==> src/hdl/apf_pkg.sv <==
// apf_pkg: shared types, constants and byte/CRC helpers for the audio packet framer.
// No dependencies; used by apf_front, apf_queue, apf_back and the top level.
package apf_pkg;

  // Configuration register indexes (byte address / 4)
  typedef enum logic [2:0] {
    REG_CHANNEL_COUNT = 3'd0,
    REG_FRAMES        = 3'd1,
    REG_SOURCE_ID     = 3'd2,
    REG_START_SEQ     = 3'd3,
    REG_START_TS      = 3'd4
  } reg_idx_t;

  localparam logic [31:0] CRC_POLY = 32'hEDB8_8320;
  localparam logic [31:0] CRC_ONES = 32'hFFFF_FFFF;

  localparam logic [7:0] RTP_VER_BYTE = 8'h80;
  localparam logic [7:0] RTP_PT_BYTE  = 8'd96;
  localparam logic [7:0] MAGIC_0      = 8'h4F;
  localparam logic [7:0] MAGIC_1      = 8'h53;
  localparam logic [7:0] MAGIC_2      = 8'h54;
  localparam logic [7:0] MAGIC_3      = 8'h50;

  localparam logic [3:0]  CH_RESET  = 4'd2;
  localparam logic [3:0]  CH_MIN    = 4'd1;
  localparam logic [10:0] FR_RESET  = 11'd480;
  localparam logic [10:0] FR_MIN    = 11'd48;
  localparam logic [10:0] FR_MAX    = 11'd1024;

  localparam logic signed [25:0] SAMPLE_MAX = 26'sd8388608;
  localparam logic signed [25:0] SAMPLE_MIN = -26'sd8388608;

  // Byte positions within one command's byte run
  localparam logic [5:0] POS_SAMPLE   = 6'd32;
  localparam logic [5:0] POS_CRC      = 6'd36;
  localparam logic [5:0] POS_END_DATA = 6'd35;
  localparam logic [5:0] POS_END_CRC  = 6'd39;

  // One accepted sample, with everything the back end needs to emit its bytes
  typedef struct packed {
    logic        first;
    logic        last;
    logic [31:0] word;
    logic [15:0] seq;
    logic [31:0] rtp;
    logic [31:0] ssrc;
    logic [3:0]  chan;
    logic [31:0] media;
  } cmd_t;

  // Reflected CRC-32, one byte
  function automatic logic [31:0] crc_byte(input logic [31:0] crc, input logic [7:0] b);
    logic [31:0] c;
    c = crc ^ {24'h0, b};
    for (int k = 0; k < 8; k++) begin
      c = c[0] ? (CRC_POLY ^ (c >> 1)) : (c >> 1);
    end
    return c;
  endfunction

  // RTP header (12 bytes) followed by stream header (20 bytes)
  function automatic logic [7:0] header_byte(input logic [4:0] pos, input cmd_t c);
    logic [7:0] b;
    case (pos)
      5'd0:  b = RTP_VER_BYTE;
      5'd1:  b = RTP_PT_BYTE;
      5'd2:  b = c.seq[15:8];
      5'd3:  b = c.seq[7:0];
      5'd4:  b = c.rtp[31:24];
      5'd5:  b = c.rtp[23:16];
      5'd6:  b = c.rtp[15:8];
      5'd7:  b = c.rtp[7:0];
      5'd8:  b = c.ssrc[31:24];
      5'd9:  b = c.ssrc[23:16];
      5'd10: b = c.ssrc[15:8];
      5'd11: b = c.ssrc[7:0];
      5'd12: b = MAGIC_0;
      5'd13: b = MAGIC_1;
      5'd14: b = MAGIC_2;
      5'd15: b = MAGIC_3;
      5'd16: b = {c.chan, 4'h0};
      5'd20: b = c.ssrc[31:24];
      5'd21: b = c.ssrc[23:16];
      5'd22: b = c.ssrc[15:8];
      5'd23: b = c.ssrc[7:0];
      5'd28: b = c.media[31:24];
      5'd29: b = c.media[23:16];
      5'd30: b = c.media[15:8];
      5'd31: b = c.media[7:0];
      default: b = 8'h00;  // sequence extension and flags
    endcase
    return b;
  endfunction

endpackage

==> src/hdl/apf_front.sv <==
// apf_front: configuration registers, sample accept, clamp and packet position tracking.
// Depends on apf_pkg; feeds commands into apf_queue.
module apf_front #(
  parameter int unsigned TIMESTAMP_STEP = 480
) (
  input  logic              clk,
  input  logic              rst_n,
  // configuration
  input  logic              cfg_psel,
  input  logic              cfg_penable,
  input  logic              cfg_pwrite,
  input  logic [4:0]        cfg_paddr,
  input  logic [31:0]       cfg_pwdata,
  output logic [31:0]       cfg_prdata,
  // input stream
  input  logic              in_tvalid,
  output logic              in_tready,
  input  logic [63:0]       in_tdata,   // [25:0] sample, [57:26] media_time
  // to queue
  output logic              q_push,
  output apf_pkg::cmd_t     q_cmd,
  input  logic              q_full
);

  logic [3:0]  chan_r;
  logic [10:0] frames_r;
  logic [31:0] ssrc_r;
  logic [15:0] start_seq_r;
  logic [31:0] start_ts_r;
  logic [15:0] seq_r, seq_nxt;
  logic [31:0] rtp_r, rtp_nxt;
  logic [13:0] idx_r, idx_nxt;

  logic              cfg_wr;
  apf_pkg::reg_idx_t cfg_idx;
  logic              in_fire;
  logic [3:0]        ch_sat;
  logic [10:0]       fr_sat;
  logic [14:0]       total;
  logic              is_last;
  logic signed [25:0] smp;
  logic signed [25:0] smp_clamp;

  assign cfg_wr  = cfg_psel && cfg_penable && cfg_pwrite;
  assign cfg_idx = apf_pkg::reg_idx_t'(cfg_paddr[4:2]);

  always_comb begin
    case (cfg_idx)
      apf_pkg::REG_CHANNEL_COUNT: cfg_prdata = {28'h0, chan_r};
      apf_pkg::REG_FRAMES:        cfg_prdata = {21'h0, frames_r};
      apf_pkg::REG_SOURCE_ID:     cfg_prdata = ssrc_r;
      apf_pkg::REG_START_SEQ:     cfg_prdata = {16'h0, start_seq_r};
      apf_pkg::REG_START_TS:      cfg_prdata = start_ts_r;
      default:                    cfg_prdata = 32'h0;
    endcase
  end

  assign in_tready = !q_full;
  assign in_fire   = in_tvalid && in_tready;

  // geometry saturates to the legal range
  always_comb begin
    ch_sat = (chan_r < apf_pkg::CH_MIN) ? apf_pkg::CH_MIN : chan_r;
    if (frames_r < apf_pkg::FR_MIN) begin
      fr_sat = apf_pkg::FR_MIN;
    end else if (frames_r > apf_pkg::FR_MAX) begin
      fr_sat = apf_pkg::FR_MAX;
    end else begin
      fr_sat = frames_r;
    end
    total   = 15'(fr_sat) * 15'(ch_sat);
    is_last = ({1'b0, idx_r} + 15'd1) >= total;
  end

  always_comb begin
    smp = $signed(in_tdata[25:0]);
    if (smp > apf_pkg::SAMPLE_MAX) begin
      smp_clamp = apf_pkg::SAMPLE_MAX;
    end else if (smp < apf_pkg::SAMPLE_MIN) begin
      smp_clamp = apf_pkg::SAMPLE_MIN;
    end else begin
      smp_clamp = smp;
    end
  end

  always_comb begin
    q_cmd.first = (idx_r == 14'd0);
    q_cmd.last  = is_last;
    q_cmd.word  = {{6{smp_clamp[25]}}, smp_clamp};
    q_cmd.seq   = seq_r;
    q_cmd.rtp   = rtp_r;
    q_cmd.ssrc  = ssrc_r;
    q_cmd.chan  = ch_sat;
    q_cmd.media = in_tdata[57:26];
  end
  assign q_push = in_fire;

  always_comb begin
    seq_nxt = seq_r;
    rtp_nxt = rtp_r;
    idx_nxt = idx_r;
    if (in_fire) begin
      if (is_last) begin
        idx_nxt = 14'd0;
        seq_nxt = seq_r + 16'd1;
        rtp_nxt = rtp_r + 32'(TIMESTAMP_STEP);
      end else begin
        idx_nxt = idx_r + 14'd1;
      end
    end
    // start registers load the live counters at once
    if (cfg_wr && cfg_idx == apf_pkg::REG_START_SEQ) begin
      seq_nxt = cfg_pwdata[15:0];
    end
    if (cfg_wr && cfg_idx == apf_pkg::REG_START_TS) begin
      rtp_nxt = cfg_pwdata;
    end
  end

  always_ff @(posedge clk) begin
    if (!rst_n) begin
      chan_r      <= apf_pkg::CH_RESET;
      frames_r    <= apf_pkg::FR_RESET;
      ssrc_r      <= 32'h0;
      start_seq_r <= 16'h0;
      start_ts_r  <= 32'h0;
      seq_r       <= 16'h0;
      rtp_r       <= 32'h0;
      idx_r       <= 14'd0;
    end else begin
      seq_r <= seq_nxt;
      rtp_r <= rtp_nxt;
      idx_r <= idx_nxt;
      if (cfg_wr) begin
        case (cfg_idx)
          apf_pkg::REG_CHANNEL_COUNT: chan_r      <= cfg_pwdata[3:0];
          apf_pkg::REG_FRAMES:        frames_r    <= cfg_pwdata[10:0];
          apf_pkg::REG_SOURCE_ID:     ssrc_r      <= cfg_pwdata;
          apf_pkg::REG_START_SEQ:     start_seq_r <= cfg_pwdata[15:0];
          apf_pkg::REG_START_TS:      start_ts_r  <= cfg_pwdata;
          default: ;
        endcase
      end
    end
  end

endmodule

==> src/hdl/apf_queue.sv <==
// apf_queue: small command FIFO between the accept side and the byte serializer.
// Depends on apf_pkg for cmd_t.
module apf_queue #(
  parameter int unsigned DEPTH = 4
) (
  input  logic          clk,
  input  logic          rst_n,
  input  logic          push,
  input  apf_pkg::cmd_t push_cmd,
  output logic          full,
  input  logic          pop,
  output apf_pkg::cmd_t pop_cmd,
  output logic          not_empty
);

  localparam int unsigned PTR_W = (DEPTH > 1) ? $clog2(DEPTH) : 1;
  localparam int unsigned CNT_W = $clog2(DEPTH + 1);

  apf_pkg::cmd_t mem [DEPTH];
  logic [PTR_W-1:0] wr_ptr_r, wr_ptr_nxt;
  logic [PTR_W-1:0] rd_ptr_r, rd_ptr_nxt;
  logic [CNT_W-1:0] count_r, count_nxt;
  logic             do_push, do_pop;

  assign full      = (count_r == CNT_W'(DEPTH));
  assign not_empty = (count_r != '0);
  assign do_push   = push && !full;
  assign do_pop    = pop && not_empty;
  assign pop_cmd   = mem[rd_ptr_r];

  always_comb begin
    wr_ptr_nxt = wr_ptr_r;
    rd_ptr_nxt = rd_ptr_r;
    count_nxt  = count_r;
    if (do_push) begin
      wr_ptr_nxt = (wr_ptr_r == PTR_W'(DEPTH - 1)) ? '0 : wr_ptr_r + 1'b1;
    end
    if (do_pop) begin
      rd_ptr_nxt = (rd_ptr_r == PTR_W'(DEPTH - 1)) ? '0 : rd_ptr_r + 1'b1;
    end
    if (do_push && !do_pop) begin
      count_nxt = count_r + 1'b1;
    end else if (do_pop && !do_push) begin
      count_nxt = count_r - 1'b1;
    end
  end

  always_ff @(posedge clk) begin
    if (!rst_n) begin
      wr_ptr_r <= '0;
      rd_ptr_r <= '0;
      count_r  <= '0;
    end else begin
      wr_ptr_r <= wr_ptr_nxt;
      rd_ptr_r <= rd_ptr_nxt;
      count_r  <= count_nxt;
    end
  end

  always_ff @(posedge clk) begin
    if (do_push) begin
      mem[wr_ptr_r] <= push_cmd;
    end
  end

`ifndef ASSERT_OFF
  a_count_bound: assert property (@(posedge clk) disable iff (!rst_n)
    count_r <= CNT_W'(DEPTH))
    else $error("queue count beyond depth");
  a_count_track: assert property (@(posedge clk) disable iff (!rst_n)
    (do_push && !do_pop) |=> count_r == $past(count_r) + 1'b1)
    else $error("queue count did not follow push");
`endif

endmodule

==> src/hdl/apf_back.sv <==
// apf_back: turns queued commands into the packet byte stream and computes the CRC-32.
// Depends on apf_pkg; drains apf_queue and drives the registered output stage.
module apf_back (
  input  logic          clk,
  input  logic          rst_n,
  input  logic          q_valid,
  input  apf_pkg::cmd_t q_cmd,
  output logic          q_pop,
  output logic          out_tvalid,
  input  logic          out_tready,
  output logic [7:0]    out_tdata,   // [7:0] packet_byte
  output logic          out_tlast    // end_of_packet
);

  apf_pkg::cmd_t cur_r, cur_nxt;
  logic          cur_vld_r, cur_vld_nxt;
  logic [5:0]    pos_r, pos_nxt;
  logic [31:0]   crc_r, crc_nxt;
  logic          ovld_r, ovld_nxt;
  logic [7:0]    obyte_r, obyte_nxt;
  logic          olast_r, olast_nxt;

  logic          load;
  logic          at_end;
  logic [5:0]    end_pos;
  logic [7:0]    byte_sel;
  logic [31:0]   crc_fin;
  logic [31:0]   crc_base;

  assign end_pos = cur_r.last ? apf_pkg::POS_END_CRC : apf_pkg::POS_END_DATA;
  assign load    = cur_vld_r && (!ovld_r || out_tready);
  assign at_end  = (pos_r == end_pos);
  assign q_pop   = q_valid && (!cur_vld_r || (load && at_end));
  assign crc_fin = crc_r ^ apf_pkg::CRC_ONES;
  // header byte 0 restarts the CRC
  assign crc_base = (pos_r == 6'd0) ? apf_pkg::CRC_ONES : crc_r;

  always_comb begin
    if (pos_r < apf_pkg::POS_SAMPLE) begin
      byte_sel = apf_pkg::header_byte(pos_r[4:0], cur_r);
    end else if (pos_r < apf_pkg::POS_CRC) begin
      byte_sel = 8'(cur_r.word >> {pos_r[1:0], 3'b000});
    end else begin
      byte_sel = 8'(crc_fin >> {pos_r[1:0], 3'b000});
    end
  end

  always_comb begin
    cur_nxt     = cur_r;
    cur_vld_nxt = cur_vld_r;
    pos_nxt     = pos_r;
    crc_nxt     = crc_r;
    ovld_nxt    = ovld_r;
    obyte_nxt   = obyte_r;
    olast_nxt   = olast_r;
    if (out_tready) begin
      ovld_nxt = 1'b0;
    end
    if (load) begin
      ovld_nxt  = 1'b1;
      obyte_nxt = byte_sel;
      olast_nxt = cur_r.last && (pos_r == apf_pkg::POS_END_CRC);
      pos_nxt   = pos_r + 6'd1;
      if (pos_r < apf_pkg::POS_CRC) begin
        crc_nxt = apf_pkg::crc_byte(crc_base, byte_sel);
      end else if (pos_r == apf_pkg::POS_END_CRC) begin
        crc_nxt = apf_pkg::CRC_ONES;
      end
      if (at_end) begin
        cur_vld_nxt = 1'b0;
      end
    end
    if (q_pop) begin
      cur_nxt     = q_cmd;
      cur_vld_nxt = 1'b1;
      pos_nxt     = q_cmd.first ? 6'd0 : apf_pkg::POS_SAMPLE;
    end
  end

  always_ff @(posedge clk) begin
    if (!rst_n) begin
      cur_vld_r <= 1'b0;
      pos_r     <= 6'd0;
      crc_r     <= apf_pkg::CRC_ONES;
      ovld_r    <= 1'b0;
      olast_r   <= 1'b0;
    end else begin
      cur_vld_r <= cur_vld_nxt;
      pos_r     <= pos_nxt;
      crc_r     <= crc_nxt;
      ovld_r    <= ovld_nxt;
      olast_r   <= olast_nxt;
    end
  end

  always_ff @(posedge clk) begin
    cur_r   <= cur_nxt;
    obyte_r <= obyte_nxt;
  end

  assign out_tvalid = ovld_r;
  assign out_tdata  = obyte_r;
  assign out_tlast  = olast_r && ovld_r;

`ifndef ASSERT_OFF
  a_pos_range: assert property (@(posedge clk) disable iff (!rst_n)
    cur_vld_r |-> pos_r <= end_pos)
    else $error("byte position past end of command");
  a_mid_start: assert property (@(posedge clk) disable iff (!rst_n)
    (cur_vld_r && !cur_r.first) |-> pos_r >= apf_pkg::POS_SAMPLE)
    else $error("header bytes on a non-first sample");
  a_crc_restart: assert property (@(posedge clk) disable iff (!rst_n)
    (load && pos_r == apf_pkg::POS_END_CRC) |=> crc_r == apf_pkg::CRC_ONES)
    else $error("CRC not restarted after packet end");
  a_pop_gap: assert property (@(posedge clk) disable iff (!rst_n)
    (cur_vld_r && !(load && at_end)) |-> !q_pop)
    else $error("command popped while current one busy");
`endif

endmodule

==> src/hdl/audio_packet_framer_crc32_unit.sv <==
// Audio packet framer with CRC-32.
// Input stream: one sample per transaction, in_tdata [25:0] sample (signed, 23 fraction
//   bits), [57:26] media_time (used on the first sample of a packet).
// Output stream: one packet byte per transaction on out_tdata; out_tlast marks the last
//   CRC byte. Each packet is a 12-byte RTP header, a 20-byte stream header, the samples
//   clamped to +/-2^23 as little-endian int32, then the CRC-32 of all prior bytes (LE).
// Config: APB-style port, registers at byte address 4*i: channel_count, frames_per_packet,
//   source_id, start_sequence, start_timestamp. Writing a start register also loads the
//   live sequence or timestamp.
// Throughput: one byte per cycle unless out_tready stalls; a sample is 4 bytes, the
//   first of a packet 36 and the last 8. A command queue of QUEUE_DEPTH entries lets
//   the input keep accepting while earlier samples are still being serialized.
// Path: queue, then current-command register, then output register.
// Reset: registers go to their reset values, queue and output stage empty, CRC all ones.
// When out_tready is low the output byte holds; the queue fills and in_tready drops.
// Depends on apf_pkg, apf_front, apf_queue, apf_back.
module audio_packet_framer_crc32_unit #(
  parameter int unsigned TIMESTAMP_STEP = 480,
  parameter int unsigned QUEUE_DEPTH    = 4
) (
  input  logic        clk,
  input  logic        rst_n,
  input  logic        cfg_psel,
  input  logic        cfg_penable,
  input  logic        cfg_pwrite,
  input  logic [4:0]  cfg_paddr,
  input  logic [31:0] cfg_pwdata,
  output logic [31:0] cfg_prdata,
  output logic        cfg_pready,
  input  logic        in_tvalid,
  output logic        in_tready,
  input  logic [63:0] in_tdata,    // [25:0] sample, [57:26] media_time
  output logic        out_tvalid,
  input  logic        out_tready,
  output logic [7:0]  out_tdata,   // [7:0] packet_byte
  output logic        out_tlast    // end_of_packet
);

  logic          q_push, q_full, q_pop, q_valid;
  apf_pkg::cmd_t push_cmd, pop_cmd;

  assign cfg_pready = 1'b1;

  apf_front #(
    .TIMESTAMP_STEP(TIMESTAMP_STEP)
  ) u_front (
    .clk        (clk),
    .rst_n      (rst_n),
    .cfg_psel   (cfg_psel),
    .cfg_penable(cfg_penable),
    .cfg_pwrite (cfg_pwrite),
    .cfg_paddr  (cfg_paddr),
    .cfg_pwdata (cfg_pwdata),
    .cfg_prdata (cfg_prdata),
    .in_tvalid  (in_tvalid),
    .in_tready  (in_tready),
    .in_tdata   (in_tdata),
    .q_push     (q_push),
    .q_cmd      (push_cmd),
    .q_full     (q_full)
  );

  apf_queue #(
    .DEPTH(QUEUE_DEPTH)
  ) u_queue (
    .clk      (clk),
    .rst_n    (rst_n),
    .push     (q_push),
    .push_cmd (push_cmd),
    .full     (q_full),
    .pop      (q_pop),
    .pop_cmd  (pop_cmd),
    .not_empty(q_valid)
  );

  apf_back u_back (
    .clk       (clk),
    .rst_n     (rst_n),
    .q_valid   (q_valid),
    .q_cmd     (pop_cmd),
    .q_pop     (q_pop),
    .out_tvalid(out_tvalid),
    .out_tready(out_tready),
    .out_tdata (out_tdata),
    .out_tlast (out_tlast)
  );

endmodule
==> config.mk <==
export PLATFORM = sky130hd
export DESIGN_NAME = audio_packet_framer_crc32_unit
export DESIGN_NICKNAME = d
export VERILOG_FILES = /design/src/hdl/apf_pkg.sv /design/src/hdl/apf_front.sv /design/src/hdl/apf_queue.sv /design/src/hdl/apf_back.sv /design/src/hdl/audio_packet_framer_crc32_unit.sv
export SDC_FILE = /design/constraint.sdc
export NUM_CORES = 1
export LEC_CHECK = 0
export BUFFER_PORTS_ARGS = -buffer_cell sky130_fd_sc_hd__clkbuf_2
export CORE_MARGIN = 2
export CORE_UTILIZATION = 49
export DETAILED_ROUTE_END_ITERATION = 10
export PLACE_DENSITY = 0.68
export SYNTH_ARGS = -nofsm -noshare
export SYNTH_HDL_FRONTEND = slang
export SYNTH_SLANG_ARGS = --single-unit
==> constraint.sdc <==
create_clock -name clk -period 13.06 [get_ports clk]
set_clock_uncertainty 0.05 [all_clocks]
set_input_delay 0 -clock clk [delete_from_list [all_inputs] [get_ports clk]]
set_output_delay 0 -clock clk [all_outputs]
set_load 0.05 [all_outputs]
# Word level (Yosys, flattened, before mapping)
# Memory sizes are Yosys's and may differ from the RTL's. A register that Yosys moved wholly into a read port is not among the register bits.
# Index checks and enable logic that the tools add are counted.
# W data, S select, Z words.
[classes]
multipliers = 1
n_shift = 2
mux = 44
n_addsub = 9
n_eq_ne = 33
reduce_logical = 48
magnitude_cmp = 8
bitwise_logic = 10
[ops]
columns = ["op", "count"]
rows = [
  ["$mux W32", 14],
  ["$pmux W8 S21", 1],
  ["$pmux W32 S5", 1],
  ["$not A13 Y14", 8],
  ["$shr A32 B5 Y8", 2],
  ["$mux W26", 2],
  ["$mux W16", 3],
  ["$eq A5 B5 Y1 const B", 9],
  ["$eq A5 B4 Y1 const B", 8],
  ["$add A32 B9 Y32 const B", 1],
  ["$not A32 Y32", 1],
  ["$xor A32 B8 Y32", 1],
  ["$gt A26 B25 Y1 const B", 1],
  ["$lt A26 B24 Y1 const B", 1],
  ["$mux W11", 2],
  ["$eq A5 B3 Y1 const B", 4],
  ["$mux W6", 3],
  ["$reduce_and A2 Y1", 9],
  ["$reduce_bool A2 Y1", 9],
  ["$add A16 B1 Y16 const B", 1],
  ["$mux W8", 2],
  ["$add A14 B1 Y15 const B", 1],
  ["$ge A15 B15 Y1", 1],
  ["$mul A11 B4 Y15", 1],
  ["31 further kinds", 69],
]
[totals]
input_bits = 108
out_inout_bits = 44
reg_bits = 362
elab_cells = 180
n_memories = 1
ramBits = 600
[mem_list]
columns = ["memory", "depth", "width", "read_ports", "rd_clocked_by_memory_dff", "write_ports", "line", "text"]
rows = [
  ["u_queue.mem", 4, 150, 1, 1, 1, "apf_queue.sv:19", "apf_pkg::cmd_t mem [DEPTH];"],
]

# Depth between registers and ports, before layout
[logic_depth]
word_depth = 22
ltp_mapped = 30

# Hierarchy
# Synthesis repeated with hierarchy kept, for this count alone.
[unflattened]
cells_unflattened = 2720
area_unflattened_um2 = 40822.9
[modules_own_cells]
columns = ["mod", "cells_per_inst", "instances", "area_each_um2", "seq_area_each_um2"]
rows = [
  ["apf_queue", 835, 1, 22102.4, 18197.5],
  ["apf_front", 1212, 1, 9492.9, 3143.0],
  ["apf_back", 671, 1, 9216.3, 5535.3],
  ["audio_packet_framer_crc32_unit", 2, 1, 11.3, 0.0],
]

# Least setup slack after synthesis
# Ideal clock, no wire load.
[synth_timing]
path_kind = "reg-to-reg"
startpoint = "reg u_front.frames_r[6]"
endpoint = "reg u_front.idx_r[10]"
path_slack_ns = 6.604
arrival_ns = 6.336
required_ns = 12.939
path_stages_with_launch = 26
n_path_buf = 1
setup_time_ns = 0.071
path_cell_list = "dfxtp_1 nor4_1 a21oi_1 clkbuf_1 and3_1 fa_1 fa_1 fa_1 a21o_1 a21oi_1 o21bai_1 a21oi_1 nor2b_1 o21a_1 o21ai_0 nand2b_1 a21oi_1 xor2_1 ha_1 a21o_1 a21o_1 a221oi_1 inv_2 nor2_1 nand3b_1 a21oi_1"
[synth_via]
elab_chain_len = 6
[synth_rtl]
columns = ["item", "line", "text"]
rows = [
  ["start, declared", "apf_front.sv:26", "logic [10:0] frames_r;"],
  ["start signal, assigned", "apf_front.sv:123", "frames_r <= apf_pkg::FR_RESET;"],
  ["start signal, assigned", "apf_front.sv:137", "apf_pkg::REG_FRAMES: frames_r <= cfg_pwdata[10:0];"],
  ["$gt A11 B11 Y1", "apf_front.sv:66", "end else if (frames_r > apf_pkg::FR_MAX) begin"],
  ["$mux W11", "apf_front.sv:66", ""],
  ["$mux W11 (*)", "apf_front.sv:64", "if (frames_r < apf_pkg::FR_MIN) begin"],
  ["$mul A11 B4 Y15 (*)", "apf_front.sv:71", "total = 15'(fr_sat) * 15'(ch_sat);"],
  ["$ge A15 B15 Y1 (*)", "apf_front.sv:72", "is_last = ({1'b0, idx_r} + 15'd1) >= total;"],
  ["$mux W14 (*)", "apf_front.sv:103", "if (is_last) begin"],
  ["end signal, assigned", "apf_front.sv:133", "idx_r <= idx_nxt;"],
  ["end, declared", "apf_front.sv:32", "logic [13:0] idx_r, idx_nxt;"],
]
# Mark *: on every way between the ends. The rest lies on a longest branch, timed or not.
# A chain may end at the register's enable or synchronous reset.

# Worst setup path in the final report
[layout_timing]
startpoint = "reg u_front.frames_r[6]"
endpoint = "reg u_front.idx_r[9]"
# Same word-level chain as after synthesis.

==> qor.csv <==
metric;value;unit
outcome;finished, final reports clean;
switching_share;30.1;%
synth_edf_count;727;
yosys.area_share.simple;8.42;%
holdWs;0.0358;ns
worstHoldStart;cfg_pwrite;
critical_path.max_fanout;36;
synth_area_per_cell;14.6;µm²
cts_buffer_depth;3;
layout_worst_path_cycle_share;58.1;%
max_stage_delay;0.60;ns
r2r-end;u_front.idx_r[9];
design_area;44900;µm²
switching_power;0.00272;W
hpwl;59.0;mm
grt_first_pass_wirelength;141;mm
synth_top_flop_cell;edfxtp_1;
track_usage;22.5;%
irDropWorstVdd;0.000130;V
nets;3071;
power_frac_comb;25.3;%
clk_latency;0.69;ns
cellPowerDensity;202;nW/µm²
worst_pin_slew;1.22;ns
p_int;0.00633;W
clock_sinks;934;
synthXorXnorAreaFrac;3.59;%
setup.worst_path.end_class;flop;
synth_seq_cells;934;
p_leak;15.1;nW
ys_seq_area_share;66.4;%
layout_common_cells;edfxtp_1 (727), nand2_1 (286), dfxtp_1 (205);
holdPathStages;6;
rsz0062_at_grt;false;
seqPwrFrac;44.7;%
overflow;0;
clockRootBuffer;clkbuf_16;
grt_start_max_net_pins;80;
syn_inst;2687;
async_reset_ff_share;0;%
cts_tree;done;
place_area;40800;µm²
maxSlewHeadroom;18.2;%
h-tree-depth;3;
core_area;79000;µm²
synth.area.mux_share;9.01;%
drt-pass1-iter-count;6;
gp_congestion;0.894;
critPathKind;reg -> reg;
drt_iter0_drc;2661;
synthAdderAreaFrac;2.60;%
hold_viol_final;0;
crit_path_start_kind;flop;
cts_made_buffers;95;
critPathSlowestCell;nor2_1;
routed_wl;92.7;mm
cp_data_arrival_time;8.10;ns
portBuffers;142;
via_count;23600;
setup_violations;0;
drtAntennaViolNets;0;
syn-num-nets;2865;
io_pins;152;
min_path_type;in -> reg;
drive_gt1_share;17.4;%
drv_slew;0;
synth_top_family_by_area;multiplexers;
maxCapViolCount;0;
final_common_cell;edfxtp_1;
route.detailed.drc;0;
die-area;82100;µm²
min_to;u_front.ssrc_r[12];
fmax;0.132;GHz
die_h;286;µm
ctsResizeCount;0;
cpMostUsedCell;a21oi_1;
hold_buffers;99;
fin_setup_tns;0;ns
finalCriticalPeriod;7.58;ns
clk_pin_slew_worst_paths;0.07;ns
r2r_cells;28;
synthesis.area;39100;µm²
timing.rr.start;u_front.frames_r[6];
die_w;286;µm
synth-compound-area-share;7.65;%
antenna_found_initial;2;
cp.required;13.57;ns
synth_cell_types;91;
syn2layout_area_growth;14.9;%
post-cts-setup-buffers;0;
row_count;103;
placedCellCount;3747;
viasPerCell;5.86;
yosysWarnings;0;
final_cells;4026;
avgRoutedWirePerCell;23.0;µm
ff2ff_setup_slack;5.48;ns
grt_pass1_vias;23200;
p_clk_share;30.0;%
initial_core_util;49.5;%
flip-flops by register name, indices dropped and copies added, names as in the netlist, named ones only:
signal and count:
u_front.rtp_r 32, u_queue.count_r 3, u_front.seq_r 16, u_front.start_ts_r 32
u_back.pos_r 6, u_front.chan_r 4, u_queue.rd_ptr_r 2, u_back.out_tvalid 1
u_back.crc_r 32, u_back.olast_r 1, u_back.cur_vld_r 1, u_front.idx_r 14
u_queue.wr_ptr_r 2, u_front.ssrc_r 32, u_front.start_seq_r 16, u_back.out_tdata 8
u_front.frames_r 11, u_back.cur_r 143, u_queue.mem 576
layer usage:
metal	GRT usage (%)	share of wire [%]	up-vias
met1	32.1	43	11900
met2	36.8	49	915
met5	0	0	-
met4	5.67	2.0	0
met3	3.22	6.5	154
li1	-	-	10600
kinds of logic (layout without fill, tap and decap cells):
kind of cell	after synthesis	count (layout)
DFF	934	934
and+or+nand+nor	689	689
AOI/OAI and AO/OA	462	462
buffers and inverters	219	507
muxes	170	170
xor gates and xnor gates	142	142
adders and majority gates	70	70
other	1	2
power groups by stage:
stage	Combinational (W)	Clock, W	Sequential, W
2_1_floorplan	0.00173	0	0.00402
3_3_place_gp	0.00227	0	0.00410
3_5_place_dp	0.00228	0	0.00411
4_1_cts	0.00232	0.00276	0.00405
5_1_grt	0.00246	0.00288	0.00409
6_report	0.00229	0.00271	0.00405
through the flow:
step | total power [W] | setup slack [ns] | utilization, %
floorplan | 0.00575 | 6.60 | -
finish | 0.00905 | 5.48 | 56.9
global route | 0.00943 | 4.75 | 56.9
detailed placement | 0.00639 | 5.49 | 51.6
CTS | 0.00913 | 5.53 | 56.9
global placement | 0.00636 | 5.74 | 51.6
synth_stat cells, drive strengths merged, types with 10 or more instances:
| cell | count | area [µm²] |
|---|---|---|
| edfxtp | 727 | 21800 |
| nand2 | 286 | 1070 |
| dfxtp | 207 | 4140 |
| a21oi | 191 | 967 |
| mux4 | 145 | 3270 |
| nor2 | 125 | 469 |
| clkbuf | 118 | 443 |
| xnor2 | 101 | 1000 |
| o21ai | 66 | 334 |
| inv | 53 | 199 |
| and2 | 52 | 325 |
| ha | 51 | 638 |
| nand3 | 48 | 240 |
| and3 | 47 | 294 |
| buf | 46 | 245 |
| a22oi | 41 | 308 |
| xor2 | 41 | 404 |
| o22ai | 30 | 200 |
| nor3 | 27 | 145 |
| nor4 | 22 | 138 |
| fa | 19 | 380 |
| mux2i | 19 | 190 |
| a211oi | 17 | 128 |
| o22a | 16 | 140 |
| nand2b | 14 | 87.6 |
| a22o | 11 | 96.3 |
| a21o | 10 | 75.1 |
| nand3b | 10 | 78.8 |
| nor2b | 10 | 62.6 |
cell type report:
| class | instances | area, µm² |
|---|---|---|
| fill | 6106 | 34100 |
| clock inverter | 55 | 636 |
| timing repair buffer | 273 | 1940 |
| clock buffer | 124 | 2540 |
| tap | 1050 | 1310 |
| inverter | 55 | 214 |
| antenna | 1 | 2.50 |
| sequential | 934 | 26000 |
| multi-input combinational | 1534 | 12300 |
worst max path at each step:
stage	end	from	cells after the start
after CTS	u_front.idx_r[7]	u_front.frames_r[7]	27
after global placement	u_front.idx_r[10]	u_front.frames_r[6]	28
after detailed placement	u_front.idx_r[7]	u_front.frames_r[6]	28
after floorplan	u_front.idx_r[10]	u_front.frames_r[6]	25
after global routing	u_front.idx_r[6]	u_front.frames_r[7]	28
final	u_front.idx_r[9]	u_front.frames_r[6]	28
critical path: cells and delay by family, from the launching register on:
kind / cells / cell delay (ns)
DFF: 1 / 0.33
buffers and inverters: 2 / 0.68
xor gates and xnor gates: 1 / 0.15
AOI/OAI and AO/OA: 13 / 2.60
and+or+nand+nor: 8 / 1.89
adders and majority gates: 4 / 1.80
Power figures use the tool's default switching activity.
